**src/ppdd_pkg.sv**
```systemverilog
// Shared constants for the pulse pair digit decoder.
package ppdd_pkg;

  localparam int unsigned SAMPLE_BITS_DEF = 16;
  localparam int unsigned SAMPLE_W        = 16;
  localparam int unsigned LEVEL_W         = 16;
  localparam int unsigned MODE_W          = 2;
  localparam int unsigned CFG_IDX_W       = 2;
  localparam int unsigned CFG_DATA_W      = 16;
  localparam int unsigned POS_W           = 6;

  // Register indexes of the configuration port.
  localparam logic [CFG_IDX_W-1:0] CFG_PULSE_LEVEL = 2'd0;
  localparam logic [CFG_IDX_W-1:0] CFG_DECODE_MODE = 2'd1;

  // Decode modes; bit 1 high selects key mode.
  localparam logic [MODE_W-1:0] MODE_DIGIT_LSB = 2'd0;
  localparam logic [MODE_W-1:0] MODE_DIGIT_MSB = 2'd1;
  localparam logic [MODE_W-1:0] MODE_KEY       = 2'd2;

  // Sample offsets inside one code bit.
  localparam logic [3:0] Q_FIRST_START  = 4'd0;
  localparam logic [3:0] Q_FIRST_PAIR   = 4'd1;
  localparam logic [3:0] Q_FIRST_END    = 4'd7;
  localparam logic [3:0] Q_SECOND_START = 4'd8;
  localparam logic [3:0] Q_SECOND_PAIR  = 4'd9;
  localparam logic [3:0] Q_BIT_END      = 4'd15;

  // Key patterns, first bit in the most significant place.
  localparam logic [2:0] KEY_PAT_1 = 3'b110;
  localparam logic [2:0] KEY_PAT_2 = 3'b000;
  localparam logic [2:0] KEY_PAT_3 = 3'b101;

  localparam logic [3:0] KEY_VAL_1 = 4'd1;
  localparam logic [3:0] KEY_VAL_2 = 4'd2;
  localparam logic [3:0] KEY_VAL_3 = 4'd3;

  localparam logic [6:0] STAR_CHAR = 7'd42;
  localparam logic [6:0] ZERO_CHAR = 7'd48;

  function automatic logic [3:0] reverse4(input logic [3:0] v);
    return {v[0], v[1], v[2], v[3]};
  endfunction

endpackage

```
**src/pulse_pair_digit_decoder_core.sv**
```systemverilog
// Pulse pair digit decoder: sample stream in, one decoded digit or key per group out.
//
//  channel | direction | handshake               | payload
//  --------+-----------+-------------------------+-----------------------------------
//  in      | input     | in_valid_i / in_ready_o | sample_i, group_start_i
//  out     | output    | out_valid_o/out_ready_i | code_value_o, symbol_o, code_error_o
//  cfg     | input     | cfg_we_i (no wait)      | cfg_idx_i, cfg_wdata_i
//
// One sample item per cycle while in_ready_o is high. Each item of an open group updates
// the group state in the cycle it is accepted; the last sample of a group loads the result
// register at its accepting edge, so the code shows on the outputs in the cycle after.
// The result register parts the two sides: a new sample is taken while the result
// waits, unless the result is stalled and this sample would produce another one,
// in which case in_ready_o stays low until the output drains.
// Reset clears the configuration registers, the group state and the output valid.
module pulse_pair_digit_decoder_core #(
  parameter int unsigned SAMPLE_BITS = ppdd_pkg::SAMPLE_BITS_DEF
) (
  input  logic                           clk_i,
  input  logic                           rst_ni,
  input  logic                           in_valid_i,
  output logic                           in_ready_o,
  input  logic [ppdd_pkg::SAMPLE_W-1:0]  sample_i,
  input  logic                           group_start_i,
  output logic                           out_valid_o,
  input  logic                           out_ready_i,
  output logic [3:0]                     code_value_o,
  output logic [6:0]                     symbol_o,
  output logic                           code_error_o,
  input  logic                           cfg_we_i,
  input  logic [ppdd_pkg::CFG_IDX_W-1:0] cfg_idx_i,
  input  logic [ppdd_pkg::CFG_DATA_W-1:0] cfg_wdata_i
);

  localparam int unsigned PAIR_W = SAMPLE_BITS + 1;
  localparam int unsigned HALF_W = SAMPLE_BITS + 3;
  localparam int unsigned CMP_W  = ppdd_pkg::LEVEL_W + 3;

  // Configuration registers.
  logic [ppdd_pkg::LEVEL_W-1:0] pulse_level_q;
  logic [ppdd_pkg::MODE_W-1:0]  decode_mode_q;

  // Group state.
  logic [ppdd_pkg::POS_W-1:0] pos_q, pos_d;
  logic                       active_q, active_d;
  logic [PAIR_W-1:0]          pair_q, pair_d;
  logic [HALF_W-1:0]          half_q, half_d;
  logic                       fhh_q, fhh_d;
  logic                       fhl_q, fhl_d;
  logic                       shh_q, shh_d;
  logic [3:0]                 bits_q, bits_d;
  logic                       err_q, err_d;

  // Result register.
  logic       out_valid_q;
  logic [3:0] value_q, value_d;
  logic [6:0] sym_q, sym_d;
  logic       cerr_q, cerr_d;
  logic       emit;

  logic in_fire;

  // Take a sample whenever the output is free or drains this cycle; a stalled
  // result only blocks when this sample would close a group.
  assign in_ready_o = !out_valid_q || out_ready_i || !emit;
  assign in_fire    = in_valid_i && in_ready_o;

  always_comb begin
    logic [SAMPLE_BITS-1:0] s;
    logic [3:0]             q;
    logic [CMP_W-1:0]       pair_mean;
    logic [CMP_W-1:0]       half_mean;
    logic [CMP_W-1:0]       level;
    logic                   key_mode;
    logic                   bit_v;
    logic                   shl;
    logic [2:0]             bits_done;
    logic [2:0]             need;
    logic [3:0]             val;
    logic                   e;

    s        = sample_i[SAMPLE_BITS-1:0];
    level    = CMP_W'(pulse_level_q);
    key_mode = decode_mode_q[1];

    // Restart a group on the start marker, drop any group in progress.
    active_d = active_q || group_start_i;
    pos_d    = group_start_i ? '0 : pos_q;
    fhh_d    = group_start_i ? 1'b0 : fhh_q;
    fhl_d    = group_start_i ? 1'b0 : fhl_q;
    shh_d    = group_start_i ? 1'b0 : shh_q;
    bits_d   = group_start_i ? '0 : bits_q;
    err_d    = group_start_i ? 1'b0 : err_q;
    pair_d   = pair_q;
    half_d   = half_q;
    emit     = 1'b0;
    value_d  = value_q;
    sym_d    = sym_q;
    cerr_d   = cerr_q;

    q = pos_d[3:0];

    if (q == ppdd_pkg::Q_FIRST_START || q == ppdd_pkg::Q_SECOND_START) begin
      pair_d = PAIR_W'(s);
      half_d = HALF_W'(s);
    end else begin
      half_d = half_q + HALF_W'(s);
      if (q == ppdd_pkg::Q_FIRST_PAIR || q == ppdd_pkg::Q_SECOND_PAIR) begin
        pair_d = pair_q + PAIR_W'(s);
      end
    end

    pair_mean = CMP_W'(pair_d >> 1);
    half_mean = CMP_W'(half_d >> 3);
    shl       = half_mean < level;

    if (q == ppdd_pkg::Q_FIRST_PAIR) begin
      fhh_d = pair_mean > level;
    end
    if (q == ppdd_pkg::Q_SECOND_PAIR) begin
      shh_d = pair_mean > level;
    end
    if (q == ppdd_pkg::Q_FIRST_END) begin
      fhl_d = shl;
    end

    bits_done = 3'(pos_d[5:4]) + 3'd1;
    need      = key_mode ? 3'd3 : 3'd4;
    bit_v     = 1'b0;
    val       = '0;
    e         = 1'b0;

    if (q == ppdd_pkg::Q_BIT_END) begin
      // Judge the bit: pulse then gap is a one, gap then pulse is a zero.
      if (fhh_d && shl) begin
        bit_v = 1'b1;
      end else if (shh_d && fhl_d) begin
        bit_v = 1'b0;
      end else begin
        err_d = 1'b1;
      end
      bits_d = {bits_d[2:0], bit_v};

      if (bits_done >= need) begin
        emit = active_d;
        e    = err_d;
        if (key_mode) begin
          unique case (bits_d[2:0])
            ppdd_pkg::KEY_PAT_1: val = ppdd_pkg::KEY_VAL_1;
            ppdd_pkg::KEY_PAT_2: val = ppdd_pkg::KEY_VAL_2;
            ppdd_pkg::KEY_PAT_3: val = ppdd_pkg::KEY_VAL_3;
            default:             e   = 1'b1;
          endcase
          value_d = e ? '0 : val;
          sym_d   = '0;
        end else begin
          val     = (decode_mode_q == ppdd_pkg::MODE_DIGIT_LSB) ?
                    ppdd_pkg::reverse4(bits_d) : bits_d;
          value_d = e ? '0 : val;
          sym_d   = e ? ppdd_pkg::STAR_CHAR : (ppdd_pkg::ZERO_CHAR + 7'(val));
        end
        cerr_d   = e;
        active_d = 1'b0;
        pos_d    = '0;
      end else begin
        pos_d = pos_d + ppdd_pkg::POS_W'(1);
      end
    end else begin
      pos_d = pos_d + ppdd_pkg::POS_W'(1);
    end

    // Idle samples leave the state alone and give nothing.
    if (!active_d && !emit) begin
      pos_d = pos_q;
    end
  end

  // Configuration writes.
  always_ff @(posedge clk_i or negedge rst_ni) begin
    if (!rst_ni) begin
      pulse_level_q <= '0;
      decode_mode_q <= ppdd_pkg::MODE_DIGIT_LSB;
    end else if (cfg_we_i) begin
      unique case (cfg_idx_i)
        ppdd_pkg::CFG_PULSE_LEVEL: pulse_level_q <= cfg_wdata_i[ppdd_pkg::LEVEL_W-1:0];
        ppdd_pkg::CFG_DECODE_MODE: decode_mode_q <= cfg_wdata_i[ppdd_pkg::MODE_W-1:0];
        default: ;
      endcase
    end
  end

  // Group state advances only on an accepted sample of an open group.
  always_ff @(posedge clk_i or negedge rst_ni) begin
    if (!rst_ni) begin
      pos_q    <= '0;
      active_q <= 1'b0;
      pair_q   <= '0;
      half_q   <= '0;
      fhh_q    <= 1'b0;
      fhl_q    <= 1'b0;
      shh_q    <= 1'b0;
      bits_q   <= '0;
      err_q    <= 1'b0;
    end else if (in_fire && (active_q || group_start_i)) begin
      pos_q    <= pos_d;
      active_q <= active_d;
      pair_q   <= pair_d;
      half_q   <= half_d;
      fhh_q    <= fhh_d;
      fhl_q    <= fhl_d;
      shh_q    <= shh_d;
      bits_q   <= bits_d;
      err_q    <= err_d;
    end
  end

  // Output register: load on a closing sample, drop once taken.
  always_ff @(posedge clk_i or negedge rst_ni) begin
    if (!rst_ni) begin
      out_valid_q <= 1'b0;
    end else if (in_fire && emit) begin
      out_valid_q <= 1'b1;
    end else if (out_ready_i) begin
      out_valid_q <= 1'b0;
    end
  end

  always_ff @(posedge clk_i) begin
    if (in_fire && emit) begin
      value_q <= value_d;
      sym_q   <= sym_d;
      cerr_q  <= cerr_d;
    end
  end

  assign out_valid_o  = out_valid_q;
  assign code_value_o = value_q;
  assign symbol_o     = sym_q;
  assign code_error_o = cerr_q;

endmodule

```
**config.mk**
```make
export PLATFORM = sky130hd
export DESIGN_NAME = pulse_pair_digit_decoder_core
export DESIGN_NICKNAME = d
export VERILOG_FILES = /design/src/ppdd_pkg.sv /design/src/pulse_pair_digit_decoder_core.sv
export SDC_FILE = /design/constraint.sdc
export NUM_CORES = 1
export LEC_CHECK = 0
export BUFFER_PORTS_ARGS = -buffer_cell sky130_fd_sc_hd__buf_2
export CORE_ASPECT_RATIO = 1.5
export CORE_MARGIN = 2
export CORE_UTILIZATION = 53
export CTS_BUF_LIST = sky130_fd_sc_hd__clkbuf_8
export DETAILED_ROUTE_END_ITERATION = 7
export PLACE_DENSITY = 0.72
export SYNTH_ARGS = -nofsm -noshare
export SYNTH_HDL_FRONTEND = slang
export SYNTH_SLANG_ARGS = --single-unit
```
**constraint.sdc**
```tcl
create_clock -name clk_i -period 11.4 [get_ports clk_i]
set_input_delay 0.57 -clock clk_i [delete_from_list [all_inputs] [get_ports clk_i]]
set_output_delay 0.57 -clock clk_i [all_outputs]
set_load 0.05 [all_outputs]
```
# --- After elaboration in Yosys (flattened, before gate mapping) ---
# Index checks and enable logic that the tools add are counted.
word_totals:
  reg_bits: 81
  word_cells: 100
classes:
  add_sub_neg: 5
  order_cmp: 3
  eq_ne: 8
  muxes: 39
  bitwise_logic: 1
  reduce_logical: 27
op_table:
  columns: ["cell", "n"]
  rows:
  - ["2-to-1 mux 17 bit", 2]
  - ["2-to-1 mux 1 bit", 24]
  - ["2-to-1 mux 6 bit", 4]
  - ["adder 19 x 16 -> 19 bit", 1]
  - ["2-to-1 mux 19 bit", 1]
  - ["adder 17 x 16 -> 17 bit", 1]
  - ["> comparator 16 bit", 1]
  - ["less-than comparator 16 bit", 1]
  - ["2-to-1 mux 4 bit", 4]
  - ["equality test 4 bit (second input constant)", 3]
  - ["2-to-1 mux 3 bit", 3]
  - ["AND reduction 2 bit", 4]
  - ["adder 6 x 4 -> 7 bit (first input constant)", 1]
  - ["adder 6 x 1 -> 6 bit (second input constant)", 1]
  - ["equality test 3 bit (second input constant)", 2]
  - ["logical AND 1 bit", 6]
  - ["case mux 2 bit (3 select lines)", 1]
  - ["logical OR 1 bit", 5]
  - ["equality test 4 x 1 -> 1 bit (second input constant)", 1]
  - ["equality test 4 x 3 -> 1 bit (second input constant)", 1]
  - ["zero test 2 bit", 2]
  - ["zero test 4 bit", 1]
  - ["nonzero test 2 bit", 2]
  - ["adder 2 x 1 -> 3 bit (second input constant)", 1]
  - ["8 further kinds", 10]

# --- Depth between registers and ports, before layout ---
logic_depth:
  word_depth: 18
  ltp_mapped: 21

# --- Least setup slack after synthesis ---
# No wires, ideal clock.
synth_timing:
  kind: "input-to-reg"
  from: "in sample_i[9] (netlist name)"
  to: "reg cerr_q, in the netlist code_error_o (data pin)"
  setup_ps: 256
  arrival_time_ps: 4074
  required_ps: 11144
  setup_slack_ps: 7070
  cell_stages: 18
  cell_sequence: "ha_1 -> a21o_1 -> a21o_1 -> a21oi_1 -> nand4_1 -> and2_1 -> a41oi_1 -> xnor2_1 -> nor2_1 -> ha_1 -> a21oi_1 -> nand2_1 -> a221o_1 -> a2111oi_4 -> nor2_2 -> a221oi_2 -> o2bb2ai_4 -> a41o_1"
synth_lines:
  columns: ["item", "line", "text"]
  rows:
  - ["start: declaration", "pulse_pair_digit_decoder_core.sv:23", "input logic [ppdd_pkg::SAMPLE_W-1:0] sample_i,"]
  - ["adder 19 x 16 -> 19 bit (*)", "pulse_pair_digit_decoder_core.sv:107", "half_d = half_q + HALF_W'(s);"]
  - ["2-to-1 mux 19 bit (*)", "pulse_pair_digit_decoder_core.sv:103", "if (q == ppdd_pkg::Q_FIRST_START || q == ppdd_pkg::Q_SECOND_START) begin"]
  - ["via half_d[17]", "pulse_pair_digit_decoder_core.sv:47", "logic [HALF_W-1:0] half_q, half_d;"]
  - ["less-than comparator 16 bit (*)", "pulse_pair_digit_decoder_core.sv:115", "shl = half_mean < level;"]
  - ["logical AND 1 bit or 2-to-1 mux 1 bit (tied branches)", "pulse_pair_digit_decoder_core.sv:135, pulse_pair_digit_decoder_core.sv:123", null]
  - ["2-to-1 mux 1 bit or logical AND 1 bit (tied branches)", "pulse_pair_digit_decoder_core.sv:135, pulse_pair_digit_decoder_core.sv:137", null]
  - ["2-to-1 mux 1 bit (on tied branches)", "pulse_pair_digit_decoder_core.sv:133, pulse_pair_digit_decoder_core.sv:137", null]
  - ["equality test 3 bit (tied with other cells)", "pulse_pair_digit_decoder_core.sv:148", "unique case (bits_d[2:0])"]
  - ["OR reduction 3 bit (no source line) or 2-to-1 mux 1 bit (tied branches)", null, null]
  - ["2-to-1 mux 1 bit", "pulse_pair_digit_decoder_core.sv:148", null]
  - ["2-to-1 mux 1 bit", "pulse_pair_digit_decoder_core.sv:147", "if (key_mode) begin"]
  - ["2-to-1 mux 1 bit", "pulse_pair_digit_decoder_core.sv:144", "if (bits_done >= need) begin"]
  - ["2-to-1 mux 1 bit", "pulse_pair_digit_decoder_core.sv:133", "if (q == ppdd_pkg::Q_BIT_END) begin"]
  - ["2-to-1 mux 1 bit (*)", "pulse_pair_digit_decoder_core.sv:147", null]
  - ["end signal: assignment", "pulse_pair_digit_decoder_core.sv:232", "cerr_q <= cerr_d;"]
  - ["end: declaration", "pulse_pair_digit_decoder_core.sv:58", "logic cerr_q, cerr_d;"]
# Mark *: on every way through the listed nets, which the timed path passes. The rest lies on a longest branch. The select of a mux whose other input is x is not followed.
# A chain may end at the register's enable or synchronous reset.

# --- Final worst setup path ---
layout_timing:
  from: "reg half_q[0]"
  to: "reg cerr_q, in the netlist code_error_o (data pin)"
layout_between:
  elab_chain_len: 13
layout_lines:
  columns: ["item", "line", "text"]
  rows:
  - ["start: declaration", "pulse_pair_digit_decoder_core.sv:47", null]
  - ["start signal: assignment", "pulse_pair_digit_decoder_core.sv:208", "half_q <= half_d;"]
  - ["adder 19 x 16 -> 19 bit (*)", "pulse_pair_digit_decoder_core.sv:107", null]
  - ["2-to-1 mux 19 bit (*)", "pulse_pair_digit_decoder_core.sv:103", null]
  - ["via half_d[18]", "pulse_pair_digit_decoder_core.sv:47", null]
  - ["less-than comparator 16 bit (*)", "pulse_pair_digit_decoder_core.sv:115", null]
  - ["logical AND 1 bit or 2-to-1 mux 1 bit (tied branches)", "pulse_pair_digit_decoder_core.sv:135, pulse_pair_digit_decoder_core.sv:123", null]
  - ["2-to-1 mux 1 bit or logical AND 1 bit (tied branches)", "pulse_pair_digit_decoder_core.sv:135, pulse_pair_digit_decoder_core.sv:137", null]
  - ["2-to-1 mux 1 bit (on tied branches)", "pulse_pair_digit_decoder_core.sv:133, pulse_pair_digit_decoder_core.sv:137", null]
  - ["equality test 3 bit (tied with other cells)", "pulse_pair_digit_decoder_core.sv:148", null]
  - ["OR reduction 3 bit (no source line) or 2-to-1 mux 1 bit (tied branches)", null, null]
  - ["2-to-1 mux 1 bit", "pulse_pair_digit_decoder_core.sv:148", null]
  - ["2-to-1 mux 1 bit", "pulse_pair_digit_decoder_core.sv:147", null]
  - ["2-to-1 mux 1 bit", "pulse_pair_digit_decoder_core.sv:144", null]
  - ["2-to-1 mux 1 bit", "pulse_pair_digit_decoder_core.sv:133", null]
  - ["2-to-1 mux 1 bit (*)", "pulse_pair_digit_decoder_core.sv:147", null]
# Marked as above.

==> metrics <==
status finished, final reports clean; vias in the first global route 5,497; crit end category register; pwr dens around 170 nW/um2; Clk pwr share a little under a fifth; ANT cells 0; Synth Warn # 0; post-cts sizing count 0; CTS Buf Count 9; root buf cell clkbuf_8; register area around 2000 um2; fin area between 6000 and 7000 um2; number of remaining DRC errors 0; Vias/cell just over 6; post-CTS setup buffers 0; CTS tree yes; CP Launch Type register; R2R Setup Slk 6.53 ns; Clock Latency Late Sink 0.36 ns; antenna violations before repair 0; syn_area_per_cell 8.64 um2; Place WS roughly 6.3 ns; cts hold-fix bufs 0; RD Place Congestion slightly below 0.9; hold slack 0.405 ns; largest vdd supply drop about 0.00009 V; Mapped Area around 6300 um2; sequential fraction of the synthesis area around a third; total negative slack 0 ns; DR vias 5,658; FP Rows 48; worst clock skew approximately 0.015 ns; Crit path max-delay family compound AO/OA/AOI/OAI gates; H-tree levels 3; cell depth of the worst setup path 19; Initial DRT Pass Iterations 5; asr flop ratio synth between 80% and 90%; core box area between 10,000 and 15,000 um2; Syn Nets between 800 and 900; Global Route Usage Sum 27.0%; Initial Util ~55%; commonest non-fill, non-tap cell in the layout nand2_1; Req. time, crit path between 10 and 15 ns; full die area approximately 13,000 um2; Multi-input gate area ~4000 um2; R2R Path Start half_q[0]; Post-synth EDFFs 10; synth-to-layout area growth 8.62%; Final Cycle Share 42.7%; post-route minimum period 4.87 ns; final WL between 15 and 20 mm; first-pass GRT wire length between 20 and 30 mm; fmax about 0.21 GHz; Slowest cell on crit path fa_1; # nets final just under 900; most frequent cells in the layout nand2_1, ha_1, dfrtp_1; Routed Antenna Nets 0; ratio of cells with drive above 1 in the final layout ~15%; Die H around 140 um; R2R Path End code_error_o; Rel. slew slack about 30%; Worst path max stage delay approximately 0.42 ns; Post-Syn Instances 729; switching share of power 42.8%; DR iter-0 viols slightly below 400; maximum root-to-sink buffer count 2; synthesized flop and latch total about 80; worst-margin pin slew ~1.0 ns; sw power a little over 0.5 mW; pin count of the biggest net entering global routing 70; dpl cells 903; Fillers 1,065; worst path cell trace ha_1, fa_1, a21o_1, a21oi_1, o211ai_1, nand3_1, a31oi_1, nand3_1, xnor2_1, nor2_1, ha_1, nand4_1, inv_1, a221o_1, a2111oi_4, nor2_2, a221oi_2, o2bb2ai_4, a41o_1; leakage between 3 and 4 nW; RSZ-0062 raised after global routing no; placed cell area 6640 um2; cell internal pwr approximately 0.7 mW; Slew Viols, Final 0; Ports 54; Worst-path clk slew ~0.10 ns; Post-Layout Cell Count approximately 920; combinational power share about half; Die X 93.0 um; Synth cell types around 80; Arr. time, crit path about 5.0 ns; R2R depth 19; final setup vio count 0; Final Hold Vio Count 0; total overflow reported by the global router 0; ys flop type dfrtp_1; DR WL/cell roughly 18 um; Bufs and invs on worst path 1; sequential share of power 31.5%; hpwl dp 12.7 mm; maxcap violations 0; Max FO, Critical Path 9; setup ws final 6.53 ns; CTS Sinks 79; Setup Crit Path Kind reg -> reg; worst hold path class in -> async; port bufs 52
[routing by layer]
layer  vias to the layer above  routed length [um]  GRT usage [%]
li1                       2714                   -              -
met1                      2709                6760           31.4
met2                       187                8630           49.1
met3                        48                 674           3.45
met4                         0                 725           12.3
met5                         -                   0              0
[flip-flops by register name, summed over array words and instances, names as in the netlist, 2 cells and up]
signal,cells
bits_q,3
pos_q,6
symbol_o,6
pulse_level_q,16
half_q,19
code_value_o,3
pair_q,17
decode_mode_q,2
[area by class of cell]
cell class | count | share of cell area [%]
clock inverter | 7 | 1.13
clock buffer | 9 | 1.81
inverter | 34 | 1.87
timing repair buffer | 56 | 4.24
sequential | 79 | 29.6
tap | 150 | 2.74
multi-input combinational | 584 | 58.6
[worst max-delay path by stage]
stage / from / endpoint / slack (ns)
floorplan: sample_i[9] / code_error_o / 7.07
finish: half_q[0] / code_error_o / 6.53
CTS: pair_q[0] / code_error_o / 6.54
detailed placement: sample_i[0] / code_error_o / 6.26
global placement: sample_i[0] / code_error_o / 6.35
global route: half_q[0] / code_error_o / 6.19
[logic make-up (layout without fill, tap and decap cells)]
group	count (synthesis)	in the layout	synth area share [%]
AOI/OAI and AO/OA	210	210	23.0
xor gates and xnor gates	21	21	2.92
adders and majority gates	72	72	14.5
buffers and inverters	66	106	4.33
DFF	79	79	32.2
muxes	21	21	3.64
other	1	1	0.0596
and+or+nand+nor	259	259	19.3
[power groups by stage]
stage	registers, mW	logic (mW)	clock network (mW)
2_1_floorplan	0.360	0.452	0
3_3_place_gp	0.377	0.560	0
3_5_place_dp	0.379	0.577	0
4_1_cts	0.373	0.582	0.224
5_1_grt	0.380	0.654	0.241
6_report	0.374	0.588	0.225
[stage by stage]
| stage | power, mW | util (%) |
|---|---|---|
| 2_1_floorplan | 0.812 | - |
| 3_3_place_gp | 0.937 | 57.6 |
| 3_5_place_dp | 0.956 | 57.6 |
| 4_1_cts | 1.18 | 59.3 |
| 5_1_grt | 1.28 | 59.3 |
| 6_report | 1.19 | 59.3 |
[cells in the mapped netlist, types with 11 or more instances]
library cell | number | area, um2
a21oi_1 | 46 | 230
inv_1 | 33 | 124
clkbuf_1 | 20 | 75.1
nor3_1 | 12 | 60.1
nand3_1 | 18 | 90.1
mux2_2 | 15 | 169
a31oi_1 | 16 | 100
dfrtp_1 | 69 | 1730
ha_1 | 70 | 876
o21ai_0 | 58 | 290
nor2b_1 | 13 | 81.3
xnor2_1 | 12 | 105
nor2_1 | 54 | 203
a21o_1 | 11 | 82.6
nand2_1 | 112 | 420
(Power assumes the default switching activity.)
